### src/rtl/slpa_pkg.sv
// Shared types and constants for the SIMT lane PC / priority arbiter.
// No dependencies; used by every module of the block.
`default_nettype none

package slpa_pkg;

   localparam int NUM_WARPS  = 8;
   localparam int LANE_COUNT = 32;
   localparam int PC_BITS    = 32;

   localparam int WARP_IDX_W = (NUM_WARPS > 1) ? $clog2(NUM_WARPS) : 1;
   localparam int LANE_IDX_W = (LANE_COUNT > 1) ? $clog2(LANE_COUNT) : 1;

   // request op codes
   localparam logic [1:0] OP_WRITE_PC   = 2'd0;
   localparam logic [1:0] OP_UPDATE_PRI = 2'd1;
   localparam logic [1:0] OP_ARBITRATE  = 2'd2;

   // priority update kinds (the unused code behaves as lower)
   localparam logic [1:0] PRI_ADD   = 2'd0;
   localparam logic [1:0] PRI_SUB   = 2'd1;
   localparam logic [1:0] PRI_CLEAR = 2'd2;

   typedef struct packed {
      logic [1:0]  op;
      logic [2:0]  warp;
      logic [4:0]  lane;
      logic [31:0] target_pc;
      logic [31:0] lane_mask;
      logic [1:0]  pri_kind;
      logic [7:0]  amount;
      logic [31:0] skip_mask;
   } req_type;

   typedef struct packed {
      logic        found;
      logic [4:0]  chosen_lane;
      logic [31:0] next_pc;
   } rsp_type;

   // running best candidate passed from cell to cell
   typedef struct packed {
      logic                  valid;
      logic                  found;
      logic [LANE_IDX_W-1:0] lane;
      logic [7:0]            pri;
      logic [PC_BITS-1:0]    pc;
   } token_type;

   // write side, common to all cells
   typedef struct packed {
      logic [WARP_IDX_W-1:0] warp_idx;
      logic [PC_BITS-1:0]    pc;
      logic [1:0]            kind;
      logic [7:0]            amount;
   } wr_type;

   // arbitration side, common to all cells
   typedef struct packed {
      logic                  advance;
      logic                  warp_ok;
      logic [WARP_IDX_W-1:0] warp_idx;
   } arb_ctl_type;

endpackage

`default_nettype wire

### src/rtl/slpa_cell.sv
// One lane cell: PC and priority of this lane for every warp, plus one
// stage of the arbitration chain. Depends on slpa_pkg.
`default_nettype none

module slpa_cell (
   input  wire logic                            clock,
   input  wire logic                            reset,
   input  wire logic [slpa_pkg::LANE_IDX_W-1:0] lane_id,
   input  wire slpa_pkg::wr_type                wr,
   input  wire logic                            pc_sel,
   input  wire logic                            pri_sel,
   input  wire slpa_pkg::arb_ctl_type           ctl,
   input  wire logic                            skip,
   input  wire slpa_pkg::token_type             tok_in,
   output slpa_pkg::token_type                  tok_out
);

   logic [slpa_pkg::PC_BITS-1:0] pc_ff  [slpa_pkg::NUM_WARPS];
   logic [7:0]                   pri_ff [slpa_pkg::NUM_WARPS];
   logic [7:0]                   pri_old;
   logic [7:0]                   pri_in;
   logic [7:0]                   rd_pri;
   logic                         take;
   slpa_pkg::token_type          tok_ff;
   slpa_pkg::token_type          tok_pass_in;

   assign pri_old = pri_ff[wr.warp_idx];

   always_comb begin
      unique case (wr.kind)
         slpa_pkg::PRI_CLEAR: pri_in = 8'd0;
         slpa_pkg::PRI_ADD:   pri_in = pri_old + wr.amount;
         default:             pri_in = pri_old - wr.amount;
      endcase
   end

   // compare against the best lane seen so far; ties keep the lower lane
   assign rd_pri = pri_ff[ctl.warp_idx];
   assign take   = ctl.warp_ok && !skip && (!tok_in.found || (rd_pri > tok_in.pri));

   always_comb begin
      tok_pass_in = tok_in;
      if (take) begin
         tok_pass_in.found = 1'b1;
         tok_pass_in.lane  = lane_id;
         tok_pass_in.pri   = rd_pri;
         tok_pass_in.pc    = pc_ff[ctl.warp_idx];
      end
   end

   always_ff @(posedge clock) begin
      if (reset) begin
         for (int w = 0; w < slpa_pkg::NUM_WARPS; w++) begin
            pc_ff[w]  <= '0;
            pri_ff[w] <= '0;
         end
         tok_ff <= '0;
      end else begin
         if (pc_sel) pc_ff[wr.warp_idx] <= wr.pc;
         if (pri_sel) pri_ff[wr.warp_idx] <= pri_in;
         if (ctl.advance) tok_ff <= tok_pass_in;
      end
   end

   assign tok_out = tok_ff;

endmodule

`default_nettype wire

### config.mk
export PLATFORM = sky130hd
export DESIGN_NAME = slpa_cell
export DESIGN_NICKNAME = d
export VERILOG_FILES = /design/src/rtl/slpa_pkg.sv /design/src/rtl/slpa_cell.sv
export SDC_FILE = /design/constraint.sdc
export NUM_CORES = 1
export LEC_CHECK = 0
export BUFFER_PORTS_ARGS = -buffer_cell sky130_fd_sc_hd__buf_2
export CORE_ASPECT_RATIO = 0.6
export CORE_UTILIZATION = 30
export DETAILED_ROUTE_END_ITERATION = 7
export GPL_ROUTABILITY_DRIVEN = 0
export SLEW_MARGIN = 20
export SYNTH_ARGS = -nofsm -noshare
export SYNTH_HDL_FRONTEND = slang
export SYNTH_SLANG_ARGS = --single-unit
### constraint.sdc
create_clock -name clock -period 7.73 [get_ports clock]
set_input_delay 1.546 -clock clock [delete_from_list [all_inputs] [get_ports clock]]
set_output_delay 1.546 -clock clock [all_outputs]
set_load 0.02 [all_outputs]
# Word level (Yosys, flattened, before mapping)
# Memories as Yosys holds them, arrays and structs flattened.
# Index checks and enable logic that the tools add are counted.
[totals]
ff_bits = 47
ram_bits = 320
in_bits = 107
out_inout_bits = 47
wordCells = 35
memories = 2
[op_classes]
add_sub_neg = 2
order_cmp = 1
eq_ne = 1
mux = 16
n_reduce_logical = 8
[mem_list]
columns = ["memory", "words", "width", "rd", "rd_ports_with_merged_regs", "write_ports", "line", "rtl"]
rows = [
  ["pc_ff", 8, 32, 1, 0, 8, "slpa_cell.sv:18", "logic [slpa_pkg::PC_BITS-1:0] pc_ff [slpa_pkg::NUM_WARPS];"],
  ["pri_ff", 8, 8, 2, 0, 8, "slpa_cell.sv:19", "logic [7:0] pri_ff [slpa_pkg::NUM_WARPS];"],
]
[op_table]
columns = ["op", "count"]
rows = [
  ["46-bit two-way mux", 1],
  ["32-bit two-way mux", 1],
  ["32-bit OR reduction", 1],
  ["8-bit case mux with 2 select lines", 1],
  ["1-bit two-way mux", 10],
  ["8-bit adder", 1],
  ["8-bit greater-than comparator", 1],
  ["8-bit two-way mux", 1],
  ["8-bit OR reduction", 1],
  ["8-bit subtractor", 1],
  ["3-bit two-way mux", 2],
  ["2-bit == test, second input constant", 1],
  ["1-bit logical AND", 2],
  ["1-bit logical NOT", 2],
  ["2-bit logical NOT", 1],
  ["1-bit logical OR", 1],
]

# Logic depth before layout (Yosys ltp)
# Gate-level depths: netlist of the first run.
[depth]
depth_word = 5
ltp_mapped = 14
ltp_nobuf = 11

# Least setup slack after synthesis of the first run
# OpenSTA, ideal clock, no wires.
[synth_timing]
path_type = "input port to flip-flop"
start = "in wr[43] (netlist name)"
end = "mem pri_ff[0][6], data pin"
setup_ps = 272
arrival_ps = 4327
required_time_ps = 7458
setup_slack_ps = 3131
stages = 11
n_path_buf = 2
cell_sequence = "buf_4 buf_2 mux4_2 mux2_2 ha_1 fa_1 a21oi_1 o21bai_1 a2111o_1 o211ai_1 nor2_1"
[synth_lines]
columns = ["item", "line", "rtl"]
rows = [
  ["start: declaration", "slpa_cell.sv:9", "input wire slpa_pkg::wr_type wr,"],
  ["end: declaration", "slpa_cell.sv:19", ""],
]

# Worst setup path after layout of the first run
[layout_timing]
start = "in ctl[0] (netlist name)"
end = "reg tok_ff (netlist bit tok_out[32])"
[layout_between]
elab_chain_cells = 5
[layout_rtl]
columns = ["item", "line", "rtl"]
rows = [
  ["start: declaration", "slpa_cell.sv:12", "input wire slpa_pkg::arb_ctl_type ctl,"],
  ["memory read 8 x 8 bit (*)", "--", ""],
  ["8-bit greater-than comparator", "slpa_cell.sv:39", "assign take = ctl.warp_ok && !skip && (!tok_in.found || (rd_pri > tok_in.pri));"],
  ["1-bit logical OR", "slpa_cell.sv:39", ""],
  ["1-bit logical AND", "slpa_cell.sv:39", ""],
  ["46-bit two-way mux (*)", "slpa_cell.sv:43", "if (take) begin"],
  ["end signal: assignment", "slpa_cell.sv:61", "if (ctl.advance) tok_ff <= tok_pass_in;"],
  ["end: declaration", "slpa_cell.sv:24", "slpa_pkg::token_type tok_ff;"],
]
# Every way passes the cells marked *; elsewhere a longest branch is shown, timed or not.
# A chain may end at the register's enable or synchronous reset.

==> results of run 1 <==
[report_power, final]
| part | switching, W | total, W | internal (W) | leakage [nW] |
|---|---|---|---|---|
| sequential | 0.0000427 | 0.00232 | 0.00228 | 3.51 |
| combinational | 0.000367 | 0.000588 | 0.000221 | 3.27 |
| clock | 0.000800 | 0.00187 | 0.00107 | 0.605 |
| total | 0.00121 | 0.00478 | 0.00357 | 7.38 |
[cell type report]
class	instances	area, sq um	share of cell area
antenna	7	17.5	0.000848
tap	770	963	0.0466
inverter	21	78.8	0.00382
clock inverter	21	173	0.00836
timing repair buffer	170	896	0.0434
sequential	367	10600	0.511
multi-input combinational	821	6890	0.334
clock buffer	53	1090	0.0528
[per-stage QoR]
stage / setup WS (ns) / area (sq um) / utilization / instances
after CTS: 2.38 / 20600 / 0.355 / 2223
after floorplan: 3.13 / 17900 / - / 1300
after global placement: 1.94 / 19400 / 0.333 / 2149
final: 2.42 / 20700 / 0.356 / 2230
after detailed placement: 1.83 / 19400 / 0.333 / 2149
after global routing: 2.10 / 20600 / 0.355 / 2226
[cells by family (layout without fill, tap and decap cells)]
| logic type | Yosys count | after routing | share of synthesized area |
|---|---|---|---|
| xor gates and xnor gates | 10 | 10 | 0.00596 |
| and+or+nand+nor | 500 | 500 | 0.148 |
| buffers and inverters | 112 | 265 | 0.0272 |
| DFF | 367 | 367 | 0.591 |
| AOI/OAI and AO/OA | 140 | 140 | 0.0610 |
| adders and majority gates | 17 | 17 | 0.0123 |
| muxes | 154 | 154 | 0.155 |
| other | 0 | 7 | 0 |
[Yosys cell counts, drive strengths merged, types with 2 or more instances]
cell	n	area share
a2111o	2	0.0013
a2111oi	6	0.0029
a211oi	4	0.0020
a21o	3	0.0013
a21oi	7	0.0020
a311oi	5	0.0025
a31oi	4	0.0014
and2	257	0.090
and3b	2	0.00098
buf	25	0.0089
clkbuf	66	0.014
dfxtp	47	0.053
edfxtp	320	0.54
ha	16	0.011
inv	21	0.0044
mux2	47	0.030
mux2i	15	0.0091
mux4	92	0.12
nand2	87	0.018
nand2b	12	0.0042
nand3	11	0.0031
nand3b	2	0.00084
nor2	98	0.021
nor2b	6	0.0021
nor3	14	0.0039
o2111ai	32	0.016
o211ai	40	0.017
o21ai	13	0.0036
o21bai	7	0.0029
o311a	7	0.0039
o31ai	3	0.0015
or2	8	0.0028
xnor2	6	0.0040
xor2	4	0.0020
[worst max-delay path: stages]
cell and delay [ns]:
buf_4 0.56, buf_4 0.49, mux4_2 0.55, mux2_2 0.36
ha_1 0.29, nand2_1 0.11, o31a_2 0.90, o21ai_1 0.41
a2111oi_0 0.44
[registers in the layout (all words and copies together) (netlist names)]
register,flops
pc_ff,256
pri_ff,64
tok_out,47
[worst min-delay path by stage]
stage                start          end  slack (ns)  cells past startpoint
3_5_place_dp   tok_out[19]  tok_out[19]        0.47                      2
3_3_place_gp   tok_out[20]  tok_out[20]        0.47                      2
5_1_grt         tok_out[8]   tok_out[8]        0.49                      2
6_report       tok_out[15]  tok_out[15]        0.48                      2
2_1_floorplan  tok_out[16]  tok_out[16]        0.55                      2
4_1_cts         tok_out[8]   tok_out[8]        0.49                      2
[per-layer routing]
metal,routed length (um),track usage,share of wire,up-vias
met5,33,0,0.00066,-
met4,638,0.0329,0.013,6
met3,3990,0.0382,0.079,53
met2,23000,0.264,0.46,370
met1,22500,0.229,0.45,5872
li1,-,-,-,5124
==> flow_summary.ini, run 1 <==
[synth]
syn-num-nets = 1424
synth_cell_types = 53
syn_area_sq_um = 17900
ys_seq_area_frac = 0.591
synth_edf_count = 320
synth.avg_cell_area_sq_um = 13.7
postSynthCellCount = 1300
synth_ff_type = edfxtp_1
synth-seq-cells = 367
yosysWarnings = 0
synthArstFlopShare = 0

[cells_and_area]
layout_commonest_cell = edfxtp_1
fill_cells = 5540
layout.nets = 1545
final_layout_size_suffix_gt1_frac = 0.270
layout_common_cells = 320 x edfxtp_1, 257 x and2_1, 152 x buf_2, 92 x mux4_2, 90 x nor2_1
areaGrowthSynthToFinish_pct = 15.7

[floorplan]
core_area_sq_um = 58100
die-area_sq_um = 60500
start_util = 0.307
ios = 154
fp-row-count = 68
dieWidth_um = 317
die_y_um = 191

[setup_path]
cp-end-kind = register
startpoint = ctl[0]
path_max_fanout = 40
cp-endpoint = tok_out[32]
cp.arrival_ns = 5.72
required_ns = 8.14
rr_worst_depth = 7
r2r_end = tok_out[32]
crit_path_start_kind = input pin
r2r-start = pri_ff[6][5]
worst-setup-path-type = in2reg
rrSetupSlack_ns = 4.06

[clock_network]
root_buffer = clkbuf_16
htreeDepth = 2
postCtsSetupBuffers = 0
cts.sinks = 367
cts_resized = 0
path_clk_slew_ns = 0.06
cts_max_path_buffers = 3
holdBufCountCts = 0
clock_latency_ns = 0.54
numCtsBuffers = 40
cts_tree = built

[grt]
grt_first_pass_wirelength_um = 74600
antenna_found_initial = 10
overflow = 0
grt_pass1_vias = 11700
grt_max_degree = 59
grt_usage = 0.165

[pwr]
leakage_nw = 7.38
powerDensity_nw_per_um2 = 231
finalPower_w = 0.00478
peakVddDrop_mv = 0.131

[timing]
min_period_ns = 5.31
setup_viol = 0
rsz0062_at_grt = no
slew_violations = 0
fmax_mhz = 188
period_share = 0.687
setup_tns_ns = 0
hold_viol = 0
clock_skew_ns = 0.0217
tightest_slew_ns = 1.11
hold_slack_ns = 0.480
relSlewSlack = 0.261

[placement]
dp_hpwl_um = 30400
io_buffers = 153

[hold_path]
hp-class = reg2reg

[routing]
ant_nets = 0
viasPerCell = 5.12
route.vias.total = 11400
detail_route.first_pass.iterations = 5
drc_errors = 0
wl_um = 50200
routedWlPerCell_um = 22.5
drt-initial-drc-count = 1052

[run]
maxCapViolCount = 0

[status]
status = finished, final reports clean
Power figures use the tool's default switching activity.
==> inputs of run 2 (changes only) <==
--- a/config.mk
+++ b/config.mk
@@ -5,6 +5,7 @@
 export SDC_FILE = /design/constraint.sdc
 export NUM_CORES = 1
 export LEC_CHECK = 0
+export ABC_AREA = 1
 export BUFFER_PORTS_ARGS = -buffer_cell sky130_fd_sc_hd__buf_2
 export CORE_ASPECT_RATIO = 0.6
 export CORE_UTILIZATION = 30
==> constraint.sdc (replaced) <==
create_clock -name clock -period 5.5 [get_ports clock]
set_input_delay 1.1 -clock clock [delete_from_list [all_inputs] [get_ports clock]]
set_output_delay 1.1 -clock clock [all_outputs]
set_load 0.02 [all_outputs]
==> flow_summary.ini, run 2 <==
[setup_path]
critical_path.cell_chain = buf_4, buf_4, a21oi_1, o21ai_0, nand3_1, o21ai_1, inv_1, ha_1, nand2_1, nor2_1, nand2_1, nand2_1, nand2_1, nand2_4, nand2_4, nand2_1, nand3_1, a21oi_1
path_max_fanout = 49
critical_path.slowest_cell = buf_4
critPathMaxStageDelay_ns = 0.55
crit_path_start_kind = input pin
required_ns = 5.95
cp-end-kind = register
cp.arrival_ns = 4.78
cp_common_cell = nand2_1
worst-setup-path-type = in2reg

[clock_network]
root_buffer = clkbuf_16
holdBufCountCts = 0
postCtsSetupBuffers = 0
cts_resized = 0
clock_latency_ns = 0.54
htreeDepth = 2
cts.sinks = 367
numCtsBuffers = 35
path_clk_slew_ns = 0.07
cts_max_path_buffers = 3
cts_tree = built

[grt]
antenna_found_initial = 0
grt_pass1_vias = 13600
overflow = 0
grt_usage = 0.186
grt_first_pass_wirelength_um = 85000
grt_max_degree = 89

[timing]
tightest_slew_ns = 1.08
period_share = 0.787
min_period_ns = 4.33
fmax_mhz = 231
clock_skew_ns = 0.0203
rsz0062_at_grt = no
slew_violations = 0
setup_tns_ns = 0
hold_viol = 0
setup_viol = 0
relSlewSlack = 0.278
timing.final.ws_setup_ns = 1.17
hold_slack_ns = 0.464

[synth]
synthArstFlopShare = 0
synthTopCellsByCount = 479 x nand2_1, 366 x nor2_1, 320 x edfxtp_1, 306 x nand3_1, 168 x inv_1
synth_top_area_frac = 0.540
synth_cell_types = 38
syn-num-nets = 2110
yosysWarnings = 0
synth.avg_cell_area_sq_um = 8.96
synth_edf_count = 320
yosysMostFrequentCell = nand2_1
synth_area_leaders = edfxtp_1 54%, nand2_1 10%, nand3_1 8.6%, nor2_1 7.7%, dfxtp_1 5.3%
synth-seq-cells = 367
postSynthCellCount = 1986
ys_seq_area_frac = 0.593
synth_top_area_cell = edfxtp_1
syn_area_sq_um = 17800
synth_ff_type = edfxtp_1

[cells_and_area]
top_register = pc_ff
antenna_cells = 0
final_layout_size_suffix_gt1_frac = 0.115
largest_reg_flops = 256
areaGrowthSynthToFinish_pct = 13.9
layout_commonest_cell = nand2_1
instances_no_fill = 2880
layout_common_cells = 479 x nand2_1, 365 x nor2_1, 320 x edfxtp_1, 306 x nand3_1, 168 x inv_1
layout.nets = 2213

[placement]
dp_cells = 2821
place_worst_setup_slack_ns = 0.712
io_buffers = 153
dp_hpwl_um = 37300

[pwr]
peakVddDrop_mv = 0.171
finalPower_w = 0.00661
p_comb_frac = 0.131
power_frac_clock = 0.376
powerDensity_nw_per_um2 = 326
p_int_w = 0.00484
share_seq_of_total_power = 0.494
leakage_nw = 8.64
p_sw_w = 0.00177
switching_share = 0.268

[floorplan]
die_y_um = 191
ios = 154
die-area_sq_um = 60300
start_util = 0.307
core_area_sq_um = 58000
fp-row-count = 68
dieWidth_um = 316

[routing]
ant_nets = 0
detail_route.first_pass.iterations = 8
drc_errors = 0
wl_um = 57500
drt-initial-drc-count = 2103
route.vias.total = 14700
viasPerCell = 5.12
routedWlPerCell_um = 20.0

[run]
maxCapViolCount = 0

[status]
status = finished, final reports clean

[hold_path]
hp-class = reg2reg
==> run 2: cell families (layout without fill, tap and decap cells) <==
| kind of cell | Yosys count | after routing | synth area share |
|---|---|---|---|
| flip-flops | 367 | 367 | 0.593 |
| XOR/XNOR | 6 | 6 | 0.00295 |
| adder cells (fa/ha/maj) | 17 | 17 | 0.0124 |
| AO/OA/AOI/OAI | 141 | 141 | 0.0442 |
| buffers and inverters | 288 | 412 | 0.0770 |
| AND/OR/NAND/NOR | 1167 | 1167 | 0.271 |
==> run 2: layout make-up <==
cell class,instances,area [sq um]
well taps,770,963
flip-flops and latches,367,10600
multi-input cells,1331,5890
clock buffers,39,933
inverters,172,648
clock inverters,19,198
fillers,5915,37800
repair buffers,182,1090
==> run 2: metal layers <==
metal  vias to the layer above  track usage  share of wire
met2                       777        0.266           0.41
met5                         -            0              0
met1                      7082        0.277           0.45
met4                         0       0.0377          0.021
li1                       6769            -              -
met3                       105       0.0543           0.12
==> run 2: final timing paths <==
| check | from | to | slack (ns) | cells past startpoint |
|---|---|---|---|---|
| min reg2reg | tok_out[1] | tok_out[1] | 0.46 | 2 |
| min | tok_out[1] | tok_out[1] | 0.46 | 2 |
| max reg2reg | pri_ff[6][5] | tok_out[37] | 1.86 | 17 |
| max | ctl[0] | tok_out[37] | 1.17 | 18 |
==> run 2: per-stage QoR <==
stage               instance area (sq um)  utilization
floorplan                           17800            -
global placement                    19100        0.329
detailed placement                  19100        0.329
CTS                                 20200        0.349
global route                        20300        0.349
finish                              20300        0.349
==> run 2: critical path: cells and delay by family <==
| family | cells | cell delay, ns |
|---|---|---|
| buffers and inverters | 3 | 0.95 |
| adders and majority gates | 1 | 0.29 |
| AOI/OAI and AO/OA | 4 | 0.68 |
| and+or+nand+nor | 10 | 1.69 |
==> run 2: power by group through the flow <==
| stage | registers [W] | clock network [W] | logic [W] |
|---|---|---|---|
| after floorplan | 0.00332 | 0 | 0.000517 |
| after global placement | 0.00331 | 0 | 0.000837 |
| after CTS | 0.00326 | 0.00251 | 0.000851 |
| final | 0.00326 | 0.00248 | 0.000864 |
| after detailed placement | 0.00332 | 0 | 0.000848 |
| after global routing | 0.00328 | 0.00262 | 0.000941 |
==> inputs of run 3 (changes only) <==
--- a/config.mk
+++ b/config.mk
@@ -5,7 +5,7 @@
 export SDC_FILE = /design/constraint.sdc
 export NUM_CORES = 1
 export LEC_CHECK = 0
-export ABC_AREA = 1
+export ABC_AREA = 0
 export BUFFER_PORTS_ARGS = -buffer_cell sky130_fd_sc_hd__buf_2
 export CORE_ASPECT_RATIO = 0.6
 export CORE_UTILIZATION = 30
==> constraint.sdc (replaced) <==
create_clock -name clock -period 3.75 [get_ports clock]
set_input_delay 0.75 -clock clock [delete_from_list [all_inputs] [get_ports clock]]
set_output_delay 0.75 -clock clock [all_outputs]
set_load 0.02 [all_outputs]
==> flow_summary.ini, run 3 (same netlist as run 1, synthesis figures left out) <==
[status]
status = finished, final reports clean

[grt]
grt_first_pass_wirelength_um = 74700
overflow = 0
grt_max_degree = 47
antenna_found_initial = 10
grt_usage = 0.166
grt_pass1_vias = 11800

[clock_network]
root_buffer = clkbuf_16
numCtsBuffers = 40
path_clk_slew_ns = 0.06
clock_latency_ns = 0.55
cts_max_path_buffers = 3
htreeDepth = 2
postCtsSetupBuffers = 0
cts_resized = 0
cts.sinks = 367
cts_tree = built
holdBufCountCts = 0

[setup_path]
rr_worst_depth = 9
cp.arrival_ns = 3.96
rrSetupSlack_ns = 0.28
r2r-start = pri_ff[3][3]
path_max_fanout = 23
critical_path.cell_chain = buf_4, buf_12, mux4_2, mux2_2, ha_1, nand2_1, o21bai_1, a211oi_4, buf_4, o2111ai_1, o211ai_1
critPathMaxStageDelay_ns = 0.83
r2r_end = tok_out[23]
cp.buffers_inverters = 3
critical_path.slowest_cell = a211oi_4
required_ns = 4.20
crit_path_start_kind = input pin
worst-setup-path-type = in2reg
cp-end-kind = register
cp_common_cell = buf_4
cp_top_family = compound AO/OA/AOI/OAI gates

[pwr]
share_seq_of_total_power = 0.477
leakage_nw = 7.66
peakVddDrop_mv = 0.293
power_frac_clock = 0.393
p_sw_w = 0.00247
finalPower_w = 0.0100
p_comb_frac = 0.130
switching_share = 0.246
p_int_w = 0.00755
powerDensity_nw_per_um2 = 473

[floorplan]
die-area_sq_um = 60500
fp-row-count = 68
dieWidth_um = 317
ios = 154
die_y_um = 191
core_area_sq_um = 58100
start_util = 0.307

[routing]
route.met3.wl_um = 4220
route.vias.total = 11500
detail_route.first_pass.iterations = 5
viasPerCell = 5.05
ant_nets = 0
routedWlPerCell_um = 22.1
wl_met1_um = 22500
drc_errors = 0
top_layer_used = met5
drt-initial-drc-count = 1083
wl_um = 50300
dr_wl_met2_um = 22700

[cells_and_area]
largest_reg_flops = 256
fin_area_sq_um = 21200
areaGrowthSynthToFinish_pct = 18.5
layout_common_cells = 320 x edfxtp_1, 257 x and2_1, 152 x buf_2, 92 x mux4_2, 90 x nor2_1
final_layout_size_suffix_gt1_frac = 0.290
fill_cells = 5546
layout.nets = 1600
layout_commonest_cell = edfxtp_1
top_register = pc_ff
instances_no_fill = 2279

[hold_path]
hold_start = tok_in[46]
hp-class = in2reg
holdPathEnd = tok_out[46]
hold_path_depth = 3

[timing]
fmax_mhz = 285
setup_viol = 0
period_share = 0.937
clock_skew_ns = 0.0238
min_period_ns = 3.51
rsz0062_at_grt = no
setup_tns_ns = 0
relSlewSlack = 0.257
tightest_slew_ns = 1.11
hold_viol = 0
slew_violations = 0

[placement]
io_buffers = 153
dp_cells = 2203
dpl_cell_area_sq_um = 19900
dp_hpwl_um = 31400

[run]
maxCapViolCount = 0
run 3: power groups by stage:
| stage | Sequential (W) | Combinational (W) | Clock, W |
|---|---|---|---|
| 2_1_floorplan | 0.00488 | 0.000741 | 0 |
| 4_1_cts | 0.00478 | 0.00131 | 0.00400 |
| 3_3_place_gp | 0.00485 | 0.00129 | 0 |
| 3_5_place_dp | 0.00486 | 0.00130 | 0 |
| 6_report | 0.00478 | 0.00130 | 0.00393 |
| 5_1_grt | 0.00480 | 0.00141 | 0.00413 |
run 3: worst max-delay path by stage:
| stage | from | end | slack, ns | cells after the start |
|---|---|---|---|---|
| finish | ctl[0] | tok_out[23] | 0.24 | 11 |
| global route | ctl[0] | tok_out[22] | 0.09 | 10 |
| CTS | ctl[0] | tok_out[15] | 0.28 | 11 |
| detailed placement | ctl[0] | tok_out[32] | -0.29 | 10 |
| global placement | ctl[0] | tok_out[32] | -0.22 | 10 |
| floorplan | wr[43] | pri_ff[0][6] | 0.02 | 11 |
run 3: metal layers:
layer,GRT usage,vias up
met4,0.0346,14
met5,0,-
met2,0.261,396
met3,0.0460,72
met1,0.228,5788
li1,-,5231
run 3: layout make-up:
type                            instances  area (sq um)  share of cell area
Timing Repair Buffer                  225          1410              0.0666
Clock inverter                         18           224              0.0106
Sequential cell                       367         10600               0.498
Antenna cell                            4          10.0            0.000473
Multi-Input combinational cell        821          6880               0.325
Clock buffer                           53          1050              0.0496
Inverter                               21          78.8             0.00372
Tap cell                              770           963              0.0455
run 3: metrics by stage:
| stage | worst slack, ns | hold slack (ns) | utilization |
|---|---|---|---|
| 4_1_cts | 0.284 | 0.441 | 0.364 |
| 3_3_place_gp | -0.221 | 0.457 | 0.342 |
| 6_report | 0.237 | 0.461 | 0.364 |
| 3_5_place_dp | -0.290 | 0.473 | 0.342 |
| 2_1_floorplan | 0.0188 | 0.553 | - |
| 5_1_grt | 0.0892 | 0.462 | 0.364 |
run 3: worst reg2reg max path, stage by stage, from the launching register on:
cell,delay [ns]
edfxtp_1,0.42
mux4_2,0.48
mux2_2,0.30
ha_1,0.30
nand2_1,0.06
o21bai_1,0.21
a211oi_4,0.83
buf_4,0.48
o2111ai_1,0.18
o211ai_1,0.12
